==> src/rtl/vtp_pkg.sv <==
// Shared types and constants for the vertex transform and projection block.
`default_nettype none
package vtp_pkg;
  localparam int CENTRE_X    = 160;
  localparam int CENTRE_Y    = 120;
  localparam int LEFT_EDGE   = 1;
  localparam int RIGHT_EDGE  = 318;
  localparam int TOP_EDGE    = 1;
  localparam int BOTTOM_EDGE = 238;

  localparam int QDEPTH  = 4;
  localparam int QBITS   = 11;
  localparam int BSTAGES = QBITS + 2;

  typedef enum logic [2:0] {
    REG_X_ROW  = 3'd0,
    REG_Y_ROW  = 3'd1,
    REG_Z_ROW  = 3'd2,
    REG_TRANS  = 3'd3,
    REG_CAMERA = 3'd4,
    REG_FOCAL  = 3'd5,
    REG_PERSP  = 3'd6,
    REG_NONE   = 3'd7
  } reg_idx_t;

  typedef struct packed {
    logic [47:0] x_row;
    logic [47:0] y_row;
    logic [47:0] z_row;
    logic [47:0] trans;
    logic [47:0] camera;
    logic [15:0] focal;
    logic        persp;
  } cfg_t;

  typedef struct packed {
    logic                    div;
    logic [2:0][15:0]        world;
    logic [1:0][16:0]        off;
    logic [15:0]             offz;
  } qword_t;
endpackage
`default_nettype wire

==> src/rtl/vtp_fifo.sv <==
// Short queue between the transform front and the projection back.
`default_nettype none
module vtp_fifo import vtp_pkg::*; (
  input  wire logic   clk,
  input  wire logic   rst,
  input  wire logic   push,
  input  wire qword_t wdata,
  output logic        full,
  input  wire logic   pop,
  output logic        empty,
  output qword_t      rdata
);
  localparam int AW = $clog2(QDEPTH);
  qword_t           mem [QDEPTH];
  logic [AW-1:0]    wp, rp;
  logic [AW:0]      cnt;
  logic             do_pop;

  assign full   = (cnt == (AW+1)'(QDEPTH));
  assign empty  = (cnt == '0);
  assign rdata  = mem[rp];
  assign do_pop = pop && !empty;

  always_ff @(posedge clk) begin
    if (rst) begin
      wp  <= '0;
      rp  <= '0;
      cnt <= '0;
    end else begin
      if (push) wp <= wp + 1'b1;
      if (do_pop) rp <= rp + 1'b1;
      cnt <= cnt + (AW+1)'(push) - (AW+1)'(do_pop);
    end
  end

  always_ff @(posedge clk) begin
    if (push) mem[wp] <= wdata;
  end
endmodule
`default_nettype wire

==> config.mk <==
export PLATFORM = sky130hd
export DESIGN_NAME = vtp_fifo
export DESIGN_NICKNAME = d
export VERILOG_FILES = /design/src/rtl/vtp_pkg.sv /design/src/rtl/vtp_fifo.sv
export SDC_FILE = /design/constraint.sdc
export NUM_CORES = 1
export LEC_CHECK = 0
export BUFFER_PORTS_ARGS = -buffer_cell sky130_fd_sc_hd__buf_2
export CELL_PAD_IN_SITES_DETAIL_PLACEMENT = 0
export CELL_PAD_IN_SITES_GLOBAL_PLACEMENT = 2
export CORE_MARGIN = 2
export CORE_UTILIZATION = 30
export CTS_BUF_LIST = sky130_fd_sc_hd__clkbuf_8
export CTS_CLUSTER_SIZE = 28
export DETAILED_ROUTE_END_ITERATION = 12
export PLACE_DENSITY_LB_ADDON = 0.1
export SLEW_MARGIN = 30
export SYNTH_ARGS = -nofsm -noshare
export SYNTH_HDL_FRONTEND = slang
export SYNTH_SLANG_ARGS = --single-unit
==> constraint.sdc <==
create_clock -name clk -period 3.61 [get_ports clk]
set_input_delay 0.5415 -clock clk [delete_from_list [all_inputs] [get_ports clk]]
set_output_delay 0.5415 -clock clk [all_outputs]
set_load 0.01 [all_outputs]
==> summary.md <==
| Metric | Value |
|---|---|
| Status | `finished, final reports clean` |
| Pwr Density | `627.5 mW/mm2` |
| IO Port Bufs | `203` |
| Vias in the first global route | `7714` |
| Tmin final | `2.950 ns` |
| Top post-synthesis cells by area | `edfxtp_1, mux4_2, dfxtp_1` |
| Routed WL per cell | `21.37 um` |
| Placement Rows | `81` |
| Setup TNS | `0 ns` |
| GRT Residual Overflow | `0` |
| Critical path peak fanout | `35` |
| Worst Hold Class | `input pin to register` |
| Hpwl dp | `18.98 mm` |
| Fmax achieved | `0.3389 GHz` |
| Mapped Nets | `672` |
| Post-CTS Setup Bufs | `0` |
| Die Y | `225.5 um` |
| Detailed Route Iter0 Violations | `390` |
| Proportion of layout cells with a drive suffix above 1 | `0.4635` |
| Worst slew margin | `0.5548` |
| CTS Hold Bufs | `0` |
| Startpoint types | `register` |
| Worst-Margin Slew | `0.6678 ns` |
| Post-synthesis mux area share | `0.1545` |
| CTS Sinks | `405` |
| Initial antenna violation count | `3` |
| # resized after CTS | `0` |
| Register area | `0.01208 mm2` |
| Buffer levels on the longest clock path | `3` |
| RSZ-0062 raised after global routing | `false` |
| Combinational family with the most area after synthesis | `multiplexers` |
| Compound-gate portion of the synthesized area | `0.001190` |
| DRT met1 WL | `12.43 mm` |
| Post-layout util | `0.3661` |
| Peak supply drop | `0.2987 mV` |
| CP arrival | `2.41 ns` |
| Final wirelength | `32.02 mm` |
| Period utilisation layout | `0.8173` |
| Die width | `225.5 um` |
| Synth Area in Adders | `0.006460` |
| Setup violators final | `0` |
| Clock latency on the worst-skew pair | `0.61 ns` |
| Via count of the routed design | `6799` |
| Largest stage delay on the critical path | `0.67 ns` |
| Remaining routing DRC violations | `0` |
| Routed wl met2 | `16.73 mm` |
| Core area | `0.04865 mm2` |
| Netlist cell types | `22` |
| CP Cell Sequence | `buf_12 -> mux4_2 -> buf_2` |
| Top routing layer in use | `met5` |
| Setup Skew | `0.02891 ns` |
| GP Congestion | `0.6898` |
| Mapped Cells | `562` |
| Slew Viols, Final | `0` |
| Simple-gate area share of the yosys netlist | `0.005355` |
| Kind of end point of the critical path | `output pin` |
| Sequential fraction of the synthesis area | `0.8201` |
| Initial core utilization | `0.3026` |
| Non-filler cells, final | `1498` |
| Drt first pass iters | `4` |
| Via density | `4.539` |
| First-pass GRT wire length | `47.66 mm` |
| Worst path slowest cell | `dfxtp_4` |
| Required @ worst endpoint | `3.07 ns` |
| Largest net degree at the start of global routing | `65` |
| Post-Place Cells | `1379` |
| Post-DRT Antenna Nets | `0` |
| Most frequent cells in the layout | `edfxtp_1, buf_2, mux4_2` |
| Commonest non-fill, non-tap cell in the layout | `edfxtp_1` |
| ANT cells | `0` |
| Clock root buffer | `clkbuf_8` |
| Filler cells | `4514` |
| Cell accounting for the most synthesized area | `edfxtp_1` |
| CP delay by family, top | `flip-flops` |
| CTS tree | `yes` |
| Area Growth Syn to Fin | `21.00%` |
| WP buf/inv | `2` |
| Ys Warns | `0` |
| Kind of critical path | `register to output pin` |
| Met3 wire len | `2.060 mm` |
| Die footprint | `0.05085 mm2` |
| Hold Fails Final Rpt | `0` |
| Post-layout nets | `939` |
| Xor and xnor fraction of the mapped netlist area | `0.002125` |
| Multi-input gate area | `0.002506 mm2` |
| Syn Area/Cell | `26.19 um2` |
| Num CTS Buffers | `70` |
| Worst-path clk slew | `0.06 ns` |
| Tot GR Track Use | `0.1301` |
| Post-synth top area share | `0.8079` |
| Netlist Area Pre-Place | `0.01472 mm2` |
| Synth Register Bits | `405` |
| H-tree depth | `3` |
| Leakage | `5.998 nW` |
| Ports | `204` |
| Max-cap violations | `0` |
-- metal layers --
| metal | vias up | global-route usage |
|---|---|---|
| li1 | 2965 | - |
| met1 | 3604 | 0.1446 |
| met2 | 168 | 0.2266 |
| met3 | 56 | 0.04276 |
| met4 | 6 | 0.05918 |
| met5 | - | 0 |
-- registers in the layout, indices dropped and copies added (netlist names), named ones only --
signal,count
cnt,3
wp,2
rp,2
mem,396
-- through the flow --
step / instance area [um2] / power, mW / hold slack [ns] / setup WS (ns)
floorplan: 14720 / 6.901 / 0.5136 / 0.3102
global placement: 16600 / 7.679 / 0.5422 / 1.180
detailed placement: 16600 / 7.714 / 0.5509 / 1.165
CTS: 17810 / 11.46 / 0.05242 / 0.4623
global route: 17810 / 11.77 / 0.08485 / 0.4195
finish: 17810 / 11.17 / 0.1408 / 0.6596
-- synthesized netlist by cell type --
| master | instances |
|---|---|
| o31a_1 | 1 |
| nor3b_1 | 1 |
| xnor3_1 | 1 |
| and2_1 | 4 |
| ha_1 | 6 |
| buf_6 | 1 |
| buf_4 | 1 |
| fa_1 | 1 |
| buf_2 | 10 |
| nor2_1 | 6 |
| xnor2_1 | 1 |
| nor2b_1 | 3 |
| mux2i_1 | 1 |
| nor3_1 | 1 |
| mux4_2 | 99 |
| o311ai_0 | 1 |
| dfxtp_1 | 9 |
| buf_8 | 2 |
| edfxtp_1 | 396 |
| clkbuf_1 | 9 |
| mux2_2 | 3 |
| inv_1 | 5 |
-- final cells by class --
type | count | share of cell area
clock buffer | 73 | 0.05641
inverter | 5 | 0.001054
timing repair buffer | 218 | 0.06829
clock inverter | 46 | 0.01159
multi-input combinational | 129 | 0.1407
tap | 622 | 0.04370
sequential | 405 | 0.6782
-- final timing paths --
path / startpoint / slack [ns] / end / cells after the start
setup reg to reg: cnt[1] / 1.62 / cnt[2] / 8
hold / removal: wdata[96] / 0.14 / mem[2][96] / 1
setup / recovery: register / 0.66 / rdata[3] / 3
hold reg to reg: wp[0] / 0.56 / wp[0] / 2
-- where the power goes --
| part | switching [mW] | internal, mW |
|---|---|---|
| combinational | 0.984 | 0.981 |
| sequential | 0.137 | 5.42 |
| clock | 1.73 | 1.92 |
-- cell families after synthesis --
kind of cell,count (synthesis)
buffers and inverters,28
XOR/XNOR,2
multiplexers,103
adder cells (fa/ha/maj),7
flip-flops,405
AND/OR/NAND/NOR,15
AO/OA/AOI/OAI,2
(Power assumes the default switching activity.)
